--- config.mk ---
export PLATFORM = sky130hd
export DESIGN_NAME = accumulator_cpu_step
export DESIGN_NICKNAME = d
export VERILOG_FILES = /design/src/rtl/core/acm_pkg.sv /design/src/rtl/core/acm_ram.sv /design/src/rtl/core/acm_dmem.sv /design/src/rtl/core/acm_alu.sv /design/src/rtl/core/accumulator_cpu_step.sv
export SDC_FILE = /design/constraint.sdc
export NUM_CORES = 2
export LEC_CHECK = 0
export ABC_AREA = 1
export BUFFER_PORTS_ARGS = -buffer_cell sky130_fd_sc_hd__buf_2
export CAP_MARGIN = 5
export CORE_ASPECT_RATIO = 1.4
export CORE_MARGIN = 1
export CORE_UTILIZATION = 25
export CTS_CLUSTER_DIAMETER = 120
export CTS_CLUSTER_SIZE = 20
export DETAILED_ROUTE_END_ITERATION = 6
export PLACE_DENSITY = 0.47
export REMOVE_ABC_BUFFERS = 1
export SYNTH_ARGS = -nofsm -noshare
export SYNTH_HDL_FRONTEND = slang
export SYNTH_HIERARCHICAL = 1
export SYNTH_SLANG_ARGS = --single-unit
--- constraint.sdc ---
create_clock -name clk -period 3.2 [get_ports clk]
set_input_delay 0.48 -clock clk [delete_from_list [all_inputs] [get_ports clk]]
set_output_delay 0.48 -clock clk [all_outputs]
set_load 0.01 [all_outputs]
--- src/rtl/core/acm_pkg.sv ---
`timescale 1ns / 1ps

package acm_pkg;

    localparam int PROG_DEPTH_DEF = 128;
    localparam int DATA_DEPTH_DEF = 16;
    localparam int WORD_BITS_DEF  = 32;

    // item kinds
    localparam logic KIND_PROG = 1'b0;
    localparam logic KIND_EXEC = 1'b1;

    // opcodes as stored in instruction memory
    localparam logic [7:0] OP_LOAD  = 8'd1;
    localparam logic [7:0] OP_ADD   = 8'd2;
    localparam logic [7:0] OP_STORE = 8'd3;
    localparam logic [7:0] OP_SUB   = 8'd4;
    localparam logic [7:0] OP_IN    = 8'd5;
    localparam logic [7:0] OP_OUT   = 8'd6;
    localparam logic [7:0] OP_HALT  = 8'd7;
    localparam logic [7:0] OP_JMP   = 8'd8;
    localparam logic [7:0] OP_SKIPZ = 8'd9;
    localparam logic [7:0] OP_SKIPG = 8'd10;
    localparam logic [7:0] OP_SKIPL = 8'd11;

    typedef struct packed {
        logic               op_kind;
        logic [6:0]         prog_index;
        logic [7:0]         prog_word;
        logic signed [31:0] in_value;
    } cmd_t;

    typedef struct packed {
        logic [6:0]         pc_now;
        logic signed [31:0] acc_now;
        logic               out_valid;
        logic [3:0]         done_opcode;
        logic               halted_now;
    } rsp_t;

    // side effects decided by the execute unit
    typedef struct packed {
        logic       strobe;
        logic       halt_next;
        logic       st_en;
        logic [3:0] done;
    } alu_flags_t;

endpackage

--- src/rtl/core/acm_ram.sv ---
`timescale 1ns / 1ps

module acm_ram #(
    parameter int WIDTH = 8,
    parameter int DEPTH = 16
) (
    input  logic                     clk,
    input  logic                     wr_en,
    input  logic [$clog2(DEPTH)-1:0] wr_addr,
    input  logic [WIDTH-1:0]         wr_data,
    input  logic                     rd_en,
    input  logic [$clog2(DEPTH)-1:0] rd_addr,
    output logic [WIDTH-1:0]         rd_data
);

    logic [WIDTH-1:0] mem [DEPTH];
    logic [WIDTH-1:0] rd_data_reg;

    always_ff @(posedge clk)
    begin
        if (wr_en)
        begin
            mem[wr_addr] <= wr_data;
        end
        if (rd_en)
        begin
            rd_data_reg <= mem[rd_addr];
        end
    end

    assign rd_data = rd_data_reg;

endmodule

--- src/rtl/core/acm_dmem.sv ---
`timescale 1ns / 1ps

module acm_dmem #(
    parameter int WIDTH = 32,
    parameter int DEPTH = 16
) (
    input  logic                     clk,
    input  logic                     rst_n,
    input  logic                     wr_en,
    input  logic [$clog2(DEPTH)-1:0] wr_addr,
    input  logic [WIDTH-1:0]         wr_data,
    input  logic                     rd_en,
    input  logic [$clog2(DEPTH)-1:0] rd_addr,
    output logic [WIDTH-1:0]         rd_data
);

    logic [DEPTH-1:0] valid_reg;
    logic             rd_valid_reg;
    logic [WIDTH-1:0] ram_q;

    // entries never stored to read as zero
    always_ff @(posedge clk or negedge rst_n)
    begin
        if (!rst_n)
        begin
            valid_reg    <= '0;
            rd_valid_reg <= 1'b0;
        end
        else
        begin
            if (wr_en)
            begin
                valid_reg[wr_addr] <= 1'b1;
            end
            if (rd_en)
            begin
                rd_valid_reg <= valid_reg[rd_addr];
            end
        end
    end

    acm_ram #(
        .WIDTH (WIDTH),
        .DEPTH (DEPTH)
    ) u_ram (
        .clk     (clk),
        .wr_en   (wr_en),
        .wr_addr (wr_addr),
        .wr_data (wr_data),
        .rd_en   (rd_en),
        .rd_addr (rd_addr),
        .rd_data (ram_q)
    );

    assign rd_data = rd_valid_reg ? ram_q : '0;

endmodule

--- src/rtl/core/acm_alu.sv ---
`timescale 1ns / 1ps

module acm_alu import acm_pkg::*; #(
    parameter int PAW       = 7,
    parameter int WORD_BITS = WORD_BITS_DEF
) (
    input  logic                 exec,
    input  logic [7:0]           opc,
    input  logic [7:0]           adr,
    input  logic [PAW-1:0]       pc,
    input  logic [WORD_BITS-1:0] acc,
    input  logic                 halted,
    input  logic [WORD_BITS-1:0] mem_data,
    input  logic signed [31:0]   in_value,
    output logic [PAW-1:0]       pc_next,
    output logic [WORD_BITS-1:0] acc_next,
    output alu_flags_t           flags
);

    logic [PAW-1:0] pc_step;
    logic [PAW-1:0] pc_skip;
    logic           acc_neg;
    logic           acc_zero;

    assign pc_step  = pc + PAW'(2);
    assign pc_skip  = pc + PAW'(4);
    assign acc_neg  = acc[WORD_BITS-1];
    assign acc_zero = (acc == '0);

    always_comb
    begin
        acc_next        = acc;
        pc_next         = pc;
        flags           = '0;
        flags.halt_next = halted;
        if (exec)
        begin
            pc_next = pc_step;
            if (opc >= OP_LOAD && opc <= OP_SKIPL)
            begin
                flags.done = opc[3:0];
            end
            unique case (opc)
                OP_LOAD:  acc_next = mem_data;
                OP_ADD:   acc_next = acc + mem_data;
                OP_STORE: flags.st_en = 1'b1;
                OP_SUB:   acc_next = acc - mem_data;
                OP_IN:    acc_next = WORD_BITS'(in_value);
                OP_OUT:   flags.strobe = 1'b1;
                OP_HALT:  flags.halt_next = 1'b1;
                OP_JMP:   pc_next = PAW'(adr);
                OP_SKIPZ:
                begin
                    if (acc_zero)
                    begin
                        pc_next = pc_skip;
                    end
                end
                OP_SKIPG:
                begin
                    if (!acc_zero && !acc_neg)
                    begin
                        pc_next = pc_skip;
                    end
                end
                OP_SKIPL:
                begin
                    if (acc_neg)
                    begin
                        pc_next = pc_skip;
                    end
                end
                default: ;
            endcase
        end
    end

endmodule

--- src/rtl/core/accumulator_cpu_step.sv ---
`timescale 1ns / 1ps

// Accumulator machine, one item per cmd transfer, one result per rsp transfer.
// cmd carries either a program word (op_kind 0, written to instruction memory
// at prog_index) or a step request (op_kind 1, runs the instruction at PC).
// rsp reports PC, accumulator, OUT strobe, executed opcode and halt status.
// Load the program before stepping; stepping after HALT changes nothing.
// Each item goes through fetch (opcode and address from instruction memory),
// then operand read from data memory, both synchronous RAMs, then execute,
// which registers the result. A new cmd can be taken, and its fetch issued
// from the new PC, in the execute cycle of the item before it, unless rsp is
// stalled with the output register full.
// The result sits in an output register, so the next cmd is taken while it
// waits; while rsp_stall holds and the register is full, the item in execute
// waits there and cmd_stall stays high.
// Reset clears PC, accumulator, halt flag and data memory (valid bits, no
// clearing pass); instruction memory is undefined until written. Data
// addresses use the low address bits; depths are powers of two.
module accumulator_cpu_step import acm_pkg::*; #(
    parameter int PROG_DEPTH = PROG_DEPTH_DEF,
    parameter int DATA_DEPTH = DATA_DEPTH_DEF,
    parameter int WORD_BITS  = WORD_BITS_DEF
) (
    input  logic clk,
    input  logic rst_n,
    input  cmd_t cmd,
    input  logic cmd_valid,
    output logic cmd_stall,
    output rsp_t rsp,
    output logic rsp_valid,
    input  logic rsp_stall
);

    localparam int PAW = $clog2(PROG_DEPTH);
    localparam int DAW = $clog2(DATA_DEPTH);

    typedef enum logic [1:0] {ST_IDLE, ST_DATA, ST_EXEC} state_t;

    state_t                state_reg;
    state_t                state_next;
    logic [PAW-1:0]        pc_reg;
    logic [WORD_BITS-1:0]  acc_reg;
    logic                  halted_reg;
    rsp_t                  rsp_reg;
    logic                  rsp_valid_reg;
    logic                  kind_reg;
    logic signed [31:0]    in_value_reg;

    logic                  accept;
    logic                  can_finish;
    logic                  finish;
    logic                  prog_wr;
    logic [PAW-1:0]        fetch_pc;
    logic [PAW-1:0]        fetch_pc_arg;
    logic [7:0]            opc_word;
    logic [7:0]            adr_word;
    logic [WORD_BITS-1:0]  dm_rdata;
    logic                  exec;
    logic [PAW-1:0]        pc_next;
    logic [WORD_BITS-1:0]  acc_next;
    alu_flags_t            flags;

    assign can_finish = !rsp_valid_reg || !rsp_stall;
    assign finish     = (state_reg == ST_EXEC) && can_finish;
    assign cmd_stall  = !((state_reg == ST_IDLE) || finish);
    assign accept     = cmd_valid && !cmd_stall;
    assign prog_wr    = accept && (cmd.op_kind == KIND_PROG);

    // next fetch goes out in the execute cycle, from the updated PC
    assign fetch_pc     = finish ? pc_next : pc_reg;
    assign fetch_pc_arg = fetch_pc + PAW'(1);

    assign exec = (kind_reg == KIND_EXEC) && !halted_reg;

    always_comb
    begin
        state_next = state_reg;
        unique case (state_reg)
            ST_IDLE:
            begin
                if (accept)
                begin
                    state_next = ST_DATA;
                end
            end
            ST_DATA:
            begin
                state_next = ST_EXEC;
            end
            ST_EXEC:
            begin
                if (accept)
                begin
                    state_next = ST_DATA;
                end
                else if (finish)
                begin
                    state_next = ST_IDLE;
                end
            end
            default: state_next = ST_IDLE;
        endcase
    end

    always_ff @(posedge clk or negedge rst_n)
    begin
        if (!rst_n)
        begin
            state_reg     <= ST_IDLE;
            pc_reg        <= '0;
            acc_reg       <= '0;
            halted_reg    <= 1'b0;
            rsp_valid_reg <= 1'b0;
            rsp_reg       <= '0;
        end
        else
        begin
            state_reg <= state_next;
            if (finish)
            begin
                pc_reg              <= pc_next;
                acc_reg             <= acc_next;
                halted_reg          <= flags.halt_next;
                rsp_valid_reg       <= 1'b1;
                rsp_reg.pc_now      <= 7'(pc_next);
                rsp_reg.acc_now     <= 32'(acc_next);
                rsp_reg.out_valid   <= flags.strobe;
                rsp_reg.done_opcode <= flags.done;
                rsp_reg.halted_now  <= flags.halt_next;
            end
            else if (!rsp_stall)
            begin
                rsp_valid_reg <= 1'b0;
            end
        end
    end

    always_ff @(posedge clk)
    begin
        if (accept)
        begin
            kind_reg     <= cmd.op_kind;
            in_value_reg <= cmd.in_value;
        end
    end

    // two copies of the program so opcode and address come out together
    acm_ram #(
        .WIDTH (8),
        .DEPTH (PROG_DEPTH)
    ) u_imem_op (
        .clk     (clk),
        .wr_en   (prog_wr),
        .wr_addr (PAW'(cmd.prog_index)),
        .wr_data (cmd.prog_word),
        .rd_en   (accept),
        .rd_addr (fetch_pc),
        .rd_data (opc_word)
    );

    acm_ram #(
        .WIDTH (8),
        .DEPTH (PROG_DEPTH)
    ) u_imem_arg (
        .clk     (clk),
        .wr_en   (prog_wr),
        .wr_addr (PAW'(cmd.prog_index)),
        .wr_data (cmd.prog_word),
        .rd_en   (accept),
        .rd_addr (fetch_pc_arg),
        .rd_data (adr_word)
    );

    acm_dmem #(
        .WIDTH (WORD_BITS),
        .DEPTH (DATA_DEPTH)
    ) u_dmem (
        .clk     (clk),
        .rst_n   (rst_n),
        .wr_en   (finish && flags.st_en),
        .wr_addr (DAW'(adr_word)),
        .wr_data (acc_reg),
        .rd_en   (state_reg == ST_DATA),
        .rd_addr (DAW'(adr_word)),
        .rd_data (dm_rdata)
    );

    acm_alu #(
        .PAW       (PAW),
        .WORD_BITS (WORD_BITS)
    ) u_alu (
        .exec     (exec),
        .opc      (opc_word),
        .adr      (adr_word),
        .pc       (pc_reg),
        .acc      (acc_reg),
        .halted   (halted_reg),
        .mem_data (dm_rdata),
        .in_value (in_value_reg),
        .pc_next  (pc_next),
        .acc_next (acc_next),
        .flags    (flags)
    );

    assign rsp       = rsp_reg;
    assign rsp_valid = rsp_valid_reg;

endmodule

==> flow_summary.json <==
{
  "outcome": "finished, violations left",
  "violations": "negative setup slack",
  "regMostFlops": "u_imem_op/mem",
  "finalSetupTns_ps": -18980,
  "std_cell_rows": 290,
  "drtIter0Drc": 6075,
  "timing.rr.start": "u_imem_op/rd_data[1]",
  "cp_slowest_stage_delay_ps": 520,
  "maxCapViolCount": 0,
  "firstDrtPassIters": 6,
  "multi_input_area_um2": 32700,
  "vdd_ir_drop_max_mv": 0.601,
  "end_kind": "register",
  "powerDensity_nw_per_um2": 830,
  "path_max_fanout": 44,
  "hold_end": "u_imem_arg/mem[81][2]",
  "yosysWarnings": 6,
  "grt_overflow": 0,
  "worst_r2r_endpoint": "u_imem_arg/rd_data[1]",
  "timing.fmax_ghz": 0.258,
  "hold_class": "primary input to register",
  "syn_inst": 10400,
  "hpwl_mm": 226,
  "gp_routability_congestion": 0.863,
  "timing.final.hold_violations": 0,
  "wl_per_cell_um": 21.5,
  "ioPinCount": 99,
  "start_util_pct": 25.1,
  "reg_top3": "u_imem_op/mem: 1024 flops, u_imem_arg/mem: 896 flops, u_dmem/u_ram/mem: 512 flops",
  "r2r_slack_ps": -670,
  "grt_antenna_before_repair": 13,
  "maxSlewHeadroom_pct": 36.9,
  "finalCriticalPeriod_ps": 3870,
  "seqCellArea_um2": 77200,
  "worstPathCellList": "inv_2 -> nand2_2 -> nor2_4 -> nand2_1 -> nor2_1 -> mux2i_1 -> inv_1 -> nand3b_1 -> nand2_4 -> buf_6 -> clkinv_8 -> buf_6 -> buf_4 -> nand2_1 -> nand3_1 -> nand3_1 -> nand3_1 -> nand2_1 -> nand2_1 -> nand3_1 -> nand2_1 -> nand2_2 -> nand2_1",
  "cp-start-kind": "register",
  "clock_latency_ps": 910,
  "die_area_um2": 449000,
  "whs_path_depth": 1,
  "grt_pass1_wl_mm": 521,
  "cts.sinks": 2584,
  "cp.required_ps": 3870,
  "viasPerCell": 4.55,
  "dieHeight_um": 793,
  "synth.avg_cell_area_um2": 10.8,
  "port_buffers": 98,
  "route.detailed.drc": 0,
  "num_vias": 77900,
  "dp.cells": 16700,
  "routed_wl_mm": 368,
  "post-route-period-util_pct": 121,
  "critical_path_class": "register to register",
  "nets": 11300,
  "critical-path-slowest-cell": "edfxtp_1",
  "cts_tree": "done",
  "largest_register_ffs": 1024,
  "core_um2": 445000,
  "fp.dieW_um": 567,
  "drive_gt1_share_pct": 20.9,
  "fin_cells": 17100,
  "grt_max_degree": 105,
  "leakagePower_nw": 52.6,
  "slew_viol_final": 0,
  "netlist_area_um2": 112000,
  "rsz0062_at_grt": "true",
  "r2r_cells": 23,
  "cts-root-buf": "clkbuf_16",
  "cts_max_level": 4,
  "setup_ws_ps": -673,
  "tightest_slew_ps": 946,
  "n_fill_cell": 45000,
  "drtAntennaViolNets": 0,
  "tritoncts.num_buffers": 156,
  "syn_to_final_growth_pct": 23.5,
  "clkTransAtPathRegs_ps": 90,
  "arrival_ps": 4540,
  "crit_top_cell": "nand2_1",
  "finClkSkew_ps": 40.2,
  "setup_viol": 40,
  "hold_start": "cmd[34]",
  "grt_pass1_vias": 75800,
  "cts_buffer_depth": 4,
  "total_power_mw": 114,
  "grt_usage_pct": 15.5
}
## through the flow
| step | setup slack, ps | util [%] | hold WS [ps] | area, µm² |
|---|---|---|---|---|
| after floorplan | -21730 | - | 184 | 108000 |
| after global placement | -1210 | 28.3 | 450 | 126000 |
| after detailed placement | -1190 | 28.3 | 462 | 126000 |
| after CTS | -709 | 30.0 | 27.5 | 134000 |
| after global routing | -879 | 31.0 | 55.1 | 138000 |
| final | -673 | 31.0 | 77.9 | 138000 |
## where the power goes
part | internal (mW) | switching [mW] | leakage [nW] | total (mW)
clock | 9.28 | 11.5 | 2.11 | 20.8
sequential | 38.8 | 0.471 | 23.6 | 39.3
combinational | 21.0 | 33.4 | 26.9 | 54.4
## critical path: cells and delay by family (launching register included)
family | cells | cell delay [ps]
buffers and inverters | 6 | 1080
DFF | 1 | 520
muxes | 1 | 210
and+or+nand+nor | 16 | 1770
## routing by layer
layer	wire (µm)	track usage [%]	vias up
met5	26	0	-
met4	16100	6.11	4
met3	14300	1.51	546
met2	190000	28.4	1869
met1	147000	18.5	38600
li1	-	-	36900
## how the worst max path moves through the flow
stage	depth (start not counted)	slack [ps]	end	startpoint
floorplan	16	-21730	u_imem_arg/rd_data[0]	u_imem_arg/rd_data[0]
finish	23	-670	u_imem_arg/rd_data[1]	u_imem_op/rd_data[1]
detailed placement	28	-1190	u_imem_arg/rd_data[1]	rsp[30]
CTS	29	-710	u_imem_arg/rd_data[6]	rsp[9]
global placement	28	-1210	u_imem_arg/rd_data[1]	rsp[30]
global route	31	-880	u_imem_arg/rd_data[5]	rsp[30]
## placed cells by master (no fill, tap or decap), drive strengths merged, types with 32 or more instances in the layout
cell and instances:
a21oi 63, buf 1264, clkbuf 201, dfrtp 72, dlygate4sd3 38, edfxtp 2512, ha 34, inv 672
nand2 3510, nand3 2225, nor2 477, nor3 32, o21ai 49, xor2 35
## layout make-up
class | count | area share (%)
Inverter | 666 | 1.93
Clock buffer | 179 | 2.94
Clock inverter | 18 | 0.195
Timing Repair Buffer | 1327 | 9.94
Antenna cell | 3 | 0.00544
Sequential cell | 2584 | 56.0
Tap cell | 5840 | 5.30
Multi-Input combinational cell | 6511 | 23.7
## timing repair
item                                   4_1_cts  5_1_grt
resized for setup                          446      759
pin swaps                                  105      346
buffers inserted                            60       84
gates cloned                                19       26
setup endpoints to repair                   42       44
endpoints found under the hold margin      157        0
hold buffers                                38        0
(Power assumes the default switching activity.)
